[src/hw/rtl/wcwt_pkg.sv]
package wcwt_pkg;

   // default sizes
   localparam int SLOTS_DEF      = 16;
   localparam int COUNT_BITS_DEF = 32;

   // field widths of the item channels
   localparam int CMD_W    = 2;
   localparam int AMOUNT_W = 32;
   localparam int FIBER_W  = 16;
   localparam int TAG_W    = 8;
   localparam int TARGET_W = 32;
   localparam int KIND_W   = 3;
   localparam int PREV_W   = 32;

   // command codes
   localparam logic [CMD_W-1:0] CMD_INC  = 2'd0;
   localparam logic [CMD_W-1:0] CMD_DEC  = 2'd1;
   localparam logic [CMD_W-1:0] CMD_WAIT = 2'd2;

   // result kinds
   localparam logic [KIND_W-1:0] KIND_RELEASE   = 3'd0;
   localparam logic [KIND_W-1:0] KIND_DONE      = 3'd1;
   localparam logic [KIND_W-1:0] KIND_QUEUED    = 3'd2;
   localparam logic [KIND_W-1:0] KIND_SATISFIED = 3'd3;
   localparam logic [KIND_W-1:0] KIND_FULL      = 3'd4;

   typedef struct packed {
      logic [CMD_W-1:0]    cmd;
      logic [AMOUNT_W-1:0] amount;
      logic [FIBER_W-1:0]  fiber_index;
      logic [TAG_W-1:0]    wake_tag;
      logic [TARGET_W-1:0] target_value;
   } req_type;

   typedef struct packed {
      logic [KIND_W-1:0]  kind;
      logic [PREV_W-1:0]  prev_value;
      logic [FIBER_W-1:0] released_fiber;
      logic [TAG_W-1:0]   released_tag;
      logic               last;
   } rsp_type;

   typedef enum logic [1:0] {
      ST_IDLE,
      ST_SCAN,
      ST_FINAL,
      ST_FIND
   } state_type;

endpackage

[src/hw/rtl/wcwt_ram.sv]
module wcwt_ram #(
   parameter int WIDTH = 8,
   parameter int DEPTH = 16,
   localparam int AW = (DEPTH > 1) ? $clog2(DEPTH) : 1
) (
   input  logic             clock,
   input  logic             wr_en,
   input  logic [AW-1:0]    wr_addr,
   input  logic [WIDTH-1:0] wr_data,
   input  logic [AW-1:0]    rd_addr,
   output logic [WIDTH-1:0] rd_data
);

   logic [WIDTH-1:0] mem_ff [DEPTH];
   logic [WIDTH-1:0] rd_data_ff;

   // one write port, one registered read port
   always_ff @(posedge clock) begin
      if (wr_en) begin
         mem_ff[wr_addr] <= wr_data;
      end
      rd_data_ff <= mem_ff[rd_addr];
   end

   assign rd_data = rd_data_ff;

endmodule

[src/hw/rtl/wcwt_alu.sv]
module wcwt_alu #(
   parameter int COUNT_BITS = 32
) (
   input  logic                  sub,
   input  logic [COUNT_BITS-1:0] add_a,
   input  logic [COUNT_BITS-1:0] add_b,
   input  logic [COUNT_BITS-1:0] cmp_a,
   input  logic [COUNT_BITS-1:0] cmp_b,
   output logic [COUNT_BITS-1:0] sum,
   output logic                  eq
);

   // wrapping add or subtract of the counter
   assign sum = sub ? (add_a - add_b) : (add_a + add_b);

   // the one target compare, shared by the release walk and the wait check
   assign eq = (cmp_a == cmp_b);

endmodule

[src/hw/rtl/wait_counter_waiter_table.sv]
// Synchronization counter with SLOTS waiter slots. An increment or decrement
// item is accepted and updates the counter; the sequencer then walks the slot
// RAM slot by slot through its single read port and compares each target with
// the new count, releasing matches in ascending slot order, and closes with a
// count-done item. A wait item walks busy bits up to the lowest free slot. A
// result held back on the rsp side stalls the sequencer until it is taken.
// An item with command code 3 is accepted and dropped. Busy bits are
// flip-flops cleared by reset, so no clearing pass runs over the slot RAM.
module wait_counter_waiter_table
   import wcwt_pkg::*;
#(
   parameter int SLOTS      = SLOTS_DEF,
   parameter int COUNT_BITS = COUNT_BITS_DEF
) (
   input  logic    clock,
   input  logic    reset,
   input  logic    req_valid,
   output logic    req_ready,
   input  req_type req_payload,
   output logic    rsp_valid,
   input  logic    rsp_ready,
   output rsp_type rsp_payload
);

   localparam int IDX_W   = (SLOTS > 1) ? $clog2(SLOTS) : 1;
   localparam int ENTRY_W = FIBER_W + TAG_W + COUNT_BITS;
   localparam logic [IDX_W-1:0] LAST_IDX = IDX_W'(SLOTS - 1);

   state_type             state_ff, state_in;
   logic [IDX_W-1:0]      scan_ff, scan_in;
   logic [SLOTS-1:0]      busy_ff, busy_in;
   logic [COUNT_BITS-1:0] count_ff, count_in;
   logic [COUNT_BITS-1:0] prev_ff, prev_in;
   logic [FIBER_W-1:0]    fiber_ff, fiber_in;
   logic [TAG_W-1:0]      tag_ff, tag_in;
   logic [COUNT_BITS-1:0] target_ff, target_in;
   logic                  rsp_valid_ff, rsp_valid_in;
   rsp_type               rsp_ff, rsp_in;

   logic                  wr_en;
   logic [ENTRY_W-1:0]    wr_data;
   logic [ENTRY_W-1:0]    rd_data;
   logic [FIBER_W-1:0]    rd_fiber;
   logic [TAG_W-1:0]      rd_tag;
   logic [COUNT_BITS-1:0] rd_target;

   logic                  alu_sub;
   logic [COUNT_BITS-1:0] alu_amount;
   logic [COUNT_BITS-1:0] alu_cmp_a;
   logic [COUNT_BITS-1:0] alu_sum;
   logic                  alu_eq;

   logic                  can_load;
   logic                  cur_busy;
   logic                  req_fire;

   // slot entries: fiber, tag and target
   wcwt_ram #(
      .WIDTH (ENTRY_W),
      .DEPTH (SLOTS)
   ) u_ram (
      .clock   (clock),
      .wr_en   (wr_en),
      .wr_addr (scan_ff),
      .wr_data (wr_data),
      .rd_addr (scan_in),
      .rd_data (rd_data)
   );

   assign rd_fiber  = rd_data[ENTRY_W-1 -: FIBER_W];
   assign rd_tag    = rd_data[COUNT_BITS +: TAG_W];
   assign rd_target = rd_data[COUNT_BITS-1:0];
   assign wr_data   = {fiber_ff, tag_ff, target_ff};

   // shared add and compare unit
   assign alu_sub    = (req_payload.cmd == CMD_DEC);
   assign alu_amount = COUNT_BITS'(req_payload.amount);
   assign alu_cmp_a  = (state_ff == ST_FIND) ? target_ff : rd_target;

   wcwt_alu #(
      .COUNT_BITS (COUNT_BITS)
   ) u_alu (
      .sub   (alu_sub),
      .add_a (count_ff),
      .add_b (alu_amount),
      .cmp_a (alu_cmp_a),
      .cmp_b (count_ff),
      .sum   (alu_sum),
      .eq    (alu_eq)
   );

   assign req_ready = (state_ff == ST_IDLE);
   assign req_fire  = req_valid && req_ready;
   assign can_load  = !rsp_valid_ff || rsp_ready;
   assign cur_busy  = busy_ff[scan_ff];

   // sequencer: next state, slot walk and result loading
   always_comb begin
      state_in     = state_ff;
      scan_in      = scan_ff;
      busy_in      = busy_ff;
      count_in     = count_ff;
      prev_in      = prev_ff;
      fiber_in     = fiber_ff;
      tag_in       = tag_ff;
      target_in    = target_ff;
      rsp_valid_in = rsp_valid_ff && !rsp_ready;
      rsp_in       = rsp_ff;
      wr_en        = 1'b0;
      unique case (state_ff)
         ST_IDLE: begin
            scan_in = '0;
            if (req_fire) begin
               fiber_in  = req_payload.fiber_index;
               tag_in    = req_payload.wake_tag;
               target_in = COUNT_BITS'(req_payload.target_value);
               if (req_payload.cmd == CMD_INC || req_payload.cmd == CMD_DEC) begin
                  prev_in  = count_ff;
                  count_in = alu_sum;
                  state_in = ST_SCAN;
               end else if (req_payload.cmd == CMD_WAIT) begin
                  state_in = ST_FIND;
               end
            end
         end
         ST_SCAN: begin
            if (cur_busy && alu_eq) begin
               // matching waiter, release it once the output is free
               if (can_load) begin
                  rsp_valid_in               = 1'b1;
                  rsp_in.kind                = KIND_RELEASE;
                  rsp_in.prev_value          = '0;
                  rsp_in.released_fiber      = rd_fiber;
                  rsp_in.released_tag        = rd_tag;
                  rsp_in.last                = 1'b0;
                  busy_in[scan_ff]           = 1'b0;
                  if (scan_ff == LAST_IDX) begin
                     state_in = ST_FINAL;
                  end else begin
                     scan_in = scan_ff + 1'b1;
                  end
               end
            end else if (scan_ff == LAST_IDX) begin
               state_in = ST_FINAL;
            end else begin
               scan_in = scan_ff + 1'b1;
            end
         end
         ST_FINAL: begin
            if (can_load) begin
               rsp_valid_in          = 1'b1;
               rsp_in.kind           = KIND_DONE;
               rsp_in.prev_value     = PREV_W'(prev_ff);
               rsp_in.released_fiber = '0;
               rsp_in.released_tag   = '0;
               rsp_in.last           = 1'b1;
               state_in              = ST_IDLE;
            end
         end
         ST_FIND: begin
            if (!cur_busy || scan_ff == LAST_IDX) begin
               if (can_load) begin
                  rsp_valid_in          = 1'b1;
                  rsp_in.prev_value     = '0;
                  rsp_in.released_fiber = '0;
                  rsp_in.released_tag   = '0;
                  rsp_in.last           = 1'b1;
                  state_in              = ST_IDLE;
                  if (cur_busy) begin
                     rsp_in.kind = KIND_FULL;
                  end else if (alu_eq) begin
                     rsp_in.kind = KIND_SATISFIED;
                  end else begin
                     rsp_in.kind      = KIND_QUEUED;
                     wr_en            = 1'b1;
                     busy_in[scan_ff] = 1'b1;
                  end
               end
            end else begin
               scan_in = scan_ff + 1'b1;
            end
         end
         default: begin
            state_in = ST_IDLE;
         end
      endcase
   end

   // control state
   always_ff @(posedge clock) begin
      if (reset) begin
         state_ff     <= ST_IDLE;
         scan_ff      <= '0;
         busy_ff      <= '0;
         count_ff     <= '0;
         rsp_valid_ff <= 1'b0;
      end else begin
         state_ff     <= state_in;
         scan_ff      <= scan_in;
         busy_ff      <= busy_in;
         count_ff     <= count_in;
         rsp_valid_ff <= rsp_valid_in;
      end
   end

   // payload registers
   always_ff @(posedge clock) begin
      prev_ff   <= prev_in;
      fiber_ff  <= fiber_in;
      tag_ff    <= tag_in;
      target_ff <= target_in;
      rsp_ff    <= rsp_in;
   end

   assign rsp_valid   = rsp_valid_ff;
   assign rsp_payload = rsp_ff;

endmodule

[config.mk]
export PLATFORM = sky130hd
export DESIGN_NAME = wait_counter_waiter_table
export DESIGN_NICKNAME = d
export VERILOG_FILES = /design/src/hw/rtl/wcwt_pkg.sv /design/src/hw/rtl/wcwt_ram.sv /design/src/hw/rtl/wcwt_alu.sv /design/src/hw/rtl/wait_counter_waiter_table.sv
export SDC_FILE = /design/constraint.sdc
export NUM_CORES = 1
export LEC_CHECK = 0
export CAP_MARGIN = 30
export CORE_UTILIZATION = 60
export DETAILED_ROUTE_END_ITERATION = 10
export DONT_BUFFER_PORTS = 1
export GPL_TIMING_DRIVEN = 0
export PLACE_DENSITY_LB_ADDON = 0.05
export SYNTH_ARGS = -nofsm -noshare
export SYNTH_HDL_FRONTEND = slang
export SYNTH_SLANG_ARGS = --single-unit
[constraint.sdc]
create_clock -name clock -period 18.06 [get_ports clock]
set_input_delay 3.612 -clock clock [delete_from_list [all_inputs] [get_ports clock]]
set_output_delay 3.612 -clock clock [all_outputs]
set_load 0.05 [all_outputs]
# Word-level counts from Yosys, hierarchy flattened
# Memories as Yosys holds them, arrays and structs flattened. A register that Yosys moved wholly into a read port is not among the register bits.
# Cells that the tools add are included.
dict set report word_totals {
  ff_bits 203
  ramBits 896
  output_inout_bits 62
  wordCells 105
  n_memories 1
}
# name words width read_ports rd_ports_with_merged_regs write_ports line
set memory_table {}
lappend memory_table {u_ram.mem_ff 16 56 1 1 1 wcwt_ram.sv:14} ;# logic [WIDTH-1:0] mem_ff [DEPTH];
dict set report classes {
  addsub 3
  n_lt_le_gt_ge 2
  eq_ne 17
  mux 46
  n_bitwise 3
  reduce_logical 19
}
# cell n
set ops {}
lappend ops {{60-bit two-way mux} 5}
lappend ops {{60-bit one-hot mux with 3 select lines} 1}
lappend ops {{16-bit two-way mux} 6}
lappend ops {{32-bit two-way mux} 2}
lappend ops {{32-bit adder} 1}
lappend ops {{32-bit equality test} 1}
lappend ops {{16-bit one-hot mux with 2 select lines} 1}
lappend ops {{32-bit subtractor} 1}
lappend ops {{16-bit AND} 1}
lappend ops {{2-bit two-way mux} 8}
lappend ops {{4-bit two-way mux} 4}
lappend ops {{16-bit NOT} 1}
lappend ops {{16-bit OR} 1}
lappend ops {{1-bit two-way mux} 13}
lappend ops {{2-bit != test, second input constant} 6}
lappend ops {{4-bit one-hot mux with 3 select lines} 1}
lappend ops {{2-bit one-hot mux with 4 select lines} 1}
lappend ops {{7-bit AND reduction} 1}
lappend ops {{2-bit equality test, second input constant} 3}
lappend ops {{6-bit AND reduction} 1}
lappend ops {{4-bit by 5-bit < comparator with 1-bit output, second input constant} 1}
lappend ops {{4-bit by 1-bit adder with 4-bit output, second input constant} 1}
lappend ops {{1-bit binary-select mux with 4-bit select} 1}
lappend ops {{1-bit demux with 4-bit select} 1}
lappend ops {{17 further kinds} 27}

# Logic depth before layout (Yosys ltp)
dict set report depth {
  depth_word 10
  ltp_mapped 20
}

# Cells and area by module
# Synthesis repeated with hierarchy kept, for this count alone.
dict set report unflattened {
  hier_cells 2423
  hier_area_um2 45439.8
}
# module n_inst cells_per_inst area_each_um2 seq_area_each_um2
set by_module_without_submodules {}
lappend by_module_without_submodules {wcwt_ram 1 1445 34678.3 28026.9}
lappend by_module_without_submodules {wait_counter_waiter_table 1 595 7977.7 5545.3}
lappend by_module_without_submodules {wcwt_alu 1 383 2783.9 0.0}

# Worst setup path after synthesis
# Ideal clock, no wire load.
dict set report synth_path {
  path_type {input -> register}
  start {input rsp_ready}
  end {memory u_ram.mem_ff[15][0] (netlist name) (enable)}
  setup_time_ns 0.612
  t_arrival_ns 9.073
  t_required_ns 17.448
  setup_slack_ns 8.376
  path_stages 2
  n_path_buf 0
  cell_sequence {nor2b_1 > nor4_1}
}
dict set report synth_via {
  elab_chain_len 6
}
# item line
set synth_rtl {}
lappend synth_rtl {{from (decl)} wait_counter_waiter_table.sv:21} ;# input logic rsp_ready,
lappend synth_rtl {{1-bit logical OR} wait_counter_waiter_table.sv:94} ;# assign can_load = !rsp_valid_ff || rsp_ready;
lappend synth_rtl {{1-bit two-way mux} wait_counter_waiter_table.sv:162} ;# if (can_load) begin
lappend synth_rtl {{1-bit two-way mux} wait_counter_waiter_table.sv:161} ;# if (!cur_busy || scan_ff == LAST_IDX) begin
lappend synth_rtl {{1-bit two-way mux} wait_counter_waiter_table.sv:110} ;# unique case (state_ff)
lappend synth_rtl {{1-bit two-way mux} wcwt_ram.sv:19} ;# if (wr_en) begin
lappend synth_rtl {{1-bit two-way mux (not written as such)} wcwt_ram.sv:20} ;# mem_ff[wr_addr] <= wr_data;
lappend synth_rtl {{to (decl)} wcwt_ram.sv:14}
# No other way between the ends.

# Worst setup path in the final report
dict set report layout_path {
  start {input req_payload[61] (netlist name)}
  end {register count_ff[31]}
}
dict set report layout_via {
  elab_chain_len 2
}
# item line
set layout_rtl {}
lappend layout_rtl {{from (decl)} wait_counter_waiter_table.sv:19} ;# input req_type req_payload,
lappend layout_rtl {{32-bit adder or 32-bit subtractor (tied branches)} wcwt_alu.sv:14} ;# assign sum = sub ? (add_a - add_b) : (add_a + add_b);
lappend layout_rtl {{32-bit two-way mux (*)} wcwt_alu.sv:14}
lappend layout_rtl {{to (signal assigned)} wait_counter_waiter_table.sv:201} ;# count_ff <= count_in;
lappend layout_rtl {{to (decl)} wait_counter_waiter_table.sv:32} ;# logic [COUNT_BITS-1:0] count_ff, count_in;
# Every way passes the cells marked *; elsewhere a longest branch is shown, timed or not.
# A chain may end at the register's enable or synchronous reset.

==> impl_metrics.csv <==
group,metric,value,unit
status,outcome,"complete, no violations",
power_and_ir_drop,max-vdd-ir-drop,0.105,mV
synth,async_sr_flop_fraction,0,%
synth,synthTopCellsByCount,"sky130_fd_sc_hd__edfxtp_1, sky130_fd_sc_hd__mux2i_1, sky130_fd_sc_hd__a22oi_1, sky130_fd_sc_hd__dfxtp_1, sky130_fd_sc_hd__nand2_1",
sta,clock_skew,0.0360,ns
clock_tree,clock_tree.root_cell,"sky130_fd_sc_hd__clkbuf_16",
cells_and_area,nNetsFinal,3049,
synth,yosys.cell_count.top_type,"sky130_fd_sc_hd__edfxtp_1",
synth,postSynthCellCount,2768,
clock_tree,clock_tree.buffer_depth,3,
clock_tree,post_cts_hold_buffer_count,0,
clock_tree,cts-buffers-inserted,114,
sta,finalMaxSlewViolations,0,
synth,netlist.top_cell.by_area,"sky130_fd_sc_hd__edfxtp_1",
hold_path,hold_crit_class,"register to register",
synth,synth_fp_nets,2899,
sta,tightestPinTransition,0.911,ns
detailed_routing,dr.max_layer_used,"met5",
power_and_ir_drop,areal_power_density_over_the_cells,116,mW/mm^2
clock_tree,worst_skew_pair.late_latency,0.69,ns
setup_path,regToRegEndpoint,"u_ram.rd_data[31]$_DFF_P_",
setup_path,regToRegSetupSlack,12.37,ns
setup_path,crit_required,18.61,ns
detailed_routing,met2_wirelength,55700,um
die,placeable_core_region,0.0758,mm^2
power_and_ir_drop,combPwrFrac,7.8,%
sta,report.final.setup_viol,0,
global_routing,grt-ovfl-total,0,
die,design.die.area,0.0777,mm^2
hold_path,hold_path_depth,2,
synth,netlist.area_leader.share,68.2,%
synth,leading_post_synthesis_cells_by_cell_area,"sky130_fd_sc_hd__edfxtp_1, sky130_fd_sc_hd__mux2i_1, sky130_fd_sc_hd__dfxtp_1",
global_routing,largest_net_degree_at_the_start_of_global_routing,49,
synth,postSynthAreaPerCell,16.6,um^2
power_and_ir_drop,seq_power_share,53.7,%
cells_and_area,fill_cells,5120,
die,fp-row-count,101,
place,portBuffers,0,
setup_path,cp-start-kind,"primary input",
detailed_routing,route.detailed.vias_per_inst,6.45,
detailed_routing,first_pass_iters,5,
place,routabilityCongestion,0.915,
clock_tree,cts_post_setup_buffers_inserted,0,
detailed_routing,detail_route.wirelength.met1,49500,um
global_routing,antenna_found_initial,4,
setup_path,worstRegToRegCells,15,
setup_path,cp.depth,17,
setup_path,critical_path.max_fanout,4,
die,die_height,279,um
setup_path,regToRegStartpoint,"state_ff[0]$_SDFFE_PP0P_",
die,num_io_pins,156,
setup_path,crit_path_end_kind,"register",
synth,seq_area_frac_synth,73.1,%
clock_tree,post_cts_resize_count,0,
global_routing,grt.total_usage,29.9,%
synth,most_used_flip_flop_cell_after_synthesis,"sky130_fd_sc_hd__edfxtp_1",
cells_and_area,stdcell_count,4001,
detailed_routing,detail_route.wirelength,117000,um
global_routing,grt_first_pass_wirelength,168000,um
synth,synth_seq_cells,1155,
setup_path,cpMostUsedCell,"sky130_fd_sc_hd__a21o_1",
detailed_routing,post_drt_wl_per_cell,29.2,um
sta,finalHoldViolCount,0,
clock_tree,cts.sink_count,1155,
setup_path,worst-path-buf-inv,0,
sta,fin_setup_tns,0,ns
setup_path,cell_family_contributing_the_most_delay_on_the_critical_path,"compound AO/OA/AOI/OAI gates",
cells_and_area,area_growth,12.2,%
cells_and_area,drive_above_1_share,11.2,%
clock_tree,clkTransAtPathRegs,0.06,ns
clock_tree,clock_tree.htree_level_count,3,
clock_tree,cts_tree,"built",
power_and_ir_drop,netSwitchingFraction,24.2,%
power_and_ir_drop,total_switching_power,0.00145,W
detailed_routing,initialDrtViolationCount,2759,
sta,slew_headroom,39.3,%
place,post-place-cells,3780,
sta,final.period_utilization,45.3,%
setup_path,critical_path.slowest_cell,"sky130_fd_sc_hd__nor4_1",
setup_path,critPathKind,"primary input to register",
sta,setup_repair_after_global_routing_missed_its_margin,"no",
die,die_width,279,um
synth,synthDistinctLibCells,77,
synth,synth.cell_area,0.0460,mm^2
synth,ys.warnings.count,0,
setup_path,worst-endpoint-arrival,8.73,ns
power_and_ir_drop,power.static_leakage,16.4,nW
global_routing,grt_pass1_vias,25400,
sta,achievable-frequency,122,MHz
power_and_ir_drop,cellInternalPower,0.00454,W
power_and_ir_drop,clock_power_share,38.5,%
sta,period_minus_slack,8.17,ns
detailed_routing,ant_nets,0,
place,dpl.hpwl,75200,um
setup_path,timing.critical_path.cells,"or3_1 > or3_1 > nor4_1 > nor2_1 > xnor2_1 > ha_1 > a21o_1 > a21o_1 > a2111oi_0 > nor3_1 > a21o_1 > o2111a_1 > o31ai_1 > a21oi_1 > a221oi_1 > mux2i_1 > mux2_2",
setup_path,slowest_delay,0.61,ns
die,initial_core_util,60.6,%
detailed_routing,wl_met3,8380,um
synth,edff_count_synth,1044,
detailed_routing,route.detailed.drc,0,
detailed_routing,num_vias,25800,
run,max_cap_violations,0,
cells in the final DEF, fill, tap and decap left out, types with 58 or more instances in the layout:
cell and instances:
sky130_fd_sc_hd__clkbuf_16 116, sky130_fd_sc_hd__clkbuf_1 83, sky130_fd_sc_hd__a22oi_1 225, sky130_fd_sc_hd__nor2_1 68, sky130_fd_sc_hd__mux2i_1 460, sky130_fd_sc_hd__edfxtp_1 1044
sky130_fd_sc_hd__nand2_1 86, sky130_fd_sc_hd__and4_1 58, sky130_fd_sc_hd__dfxtp_1 111, sky130_fd_sc_hd__a21oi_1 82
cell families after synthesis:
| kind of cell | count (synthesis) | synth area share (%) |
|---|---|---|
| muxes | 467 | 10.3 |
| DFF | 1155 | 73.1 |
| AOI/OAI and AO/OA | 442 | 6.83 |
| adders and majority gates | 37 | 1.02 |
| and+or+nand+nor | 401 | 4.93 |
| buffers and inverters | 188 | 2.38 |
| xor gates and xnor gates | 78 | 1.49 |
registers in the layout, summed over array words and instances (netlist names), named ones only:
register       flops
rsp_payload       60
rsp_valid          1
tag_ff             8
count_ff          32
u_ram.mem_ff     896
state_ff           2
u_ram.rd_data     56
fiber_ff          16
scan_ff            4
prev_ff           32
target_ff         32
worst max-delay path by stage:
| stage | from | end | slack, ns |
|---|---|---|---|
| after detailed placement | req_payload[61] | count_ff[31]$_SDFFE_PP0P_ | 9.35 |
| after global placement | rsp_ready | u_ram.mem_ff[15][28]$_DFFE_PP_ | 1.33 |
| after floorplan | rsp_ready | u_ram.mem_ff[15][0]$_DFFE_PP_ | 8.38 |
| final | req_payload[61] | count_ff[31]$_SDFFE_PP0P_ | 9.89 |
| after CTS | req_payload[61] | count_ff[31]$_SDFFE_PP0P_ | 10.03 |
| after global routing | req_payload[61] | count_ff[30]$_SDFFE_PP0P_ | 9.67 |
power by group through the flow:
stage / registers (W) / clock network, W / logic (W)
floorplan: 0.00321 / 0 / 0.000314
global placement: 0.00327 / 0 / 0.000447
detailed placement: 0.00327 / 0 / 0.000466
CTS: 0.00321 / 0.00233 / 0.000469
global route: 0.00322 / 0.00243 / 0.000502
finish: 0.00322 / 0.00231 / 0.000469
metrics by stage:
step                      hold slack, ns  instance area, um^2  worst slack, ns  power, W  util, %
after global placement             0.465                47200             1.33   0.00372     62.2
final                              0.494                51600             9.89   0.00599     68.0
after floorplan                    0.451                46000             8.38   0.00353        -
after detailed placement           0.482                47900             9.35   0.00373     63.2
after CTS                          0.498                51500            10.03   0.00601     68.0
after global routing               0.530                51600             9.67   0.00615     68.0
worst min-delay path, stage by stage (launching register included):
cell and delay (ns):
sky130_fd_sc_hd__dfxtp_1 0.33, sky130_fd_sc_hd__a21oi_1 0.06, sky130_fd_sc_hd__nor2_1 0.07
per-layer routing:
metal	track usage, %	vias to the layer above
met1	42.6	13300
li1	-	11200
met2	48.2	1086
met3	4.41	211
met5	0	-
met4	8.75	4
cell type report:
| cell class | instances | area [um^2] | share of cell area, % |
|---|---|---|---|
| sequential | 1155 | 33600 | 65.1 |
| multi-input combinational | 1425 | 11400 | 22.1 |
| clock buffer | 164 | 3140 | 6.10 |
| tap | 978 | 1220 | 2.37 |
| buffer | 139 | 912 | 1.77 |
| timing repair buffer | 34 | 613 | 1.19 |
| clock inverter | 53 | 518 | 1.00 |
| inverter | 49 | 184 | 0.357 |
| antenna | 4 | 10.0 | 0.0194 |
(Power assumes the default switching activity.)
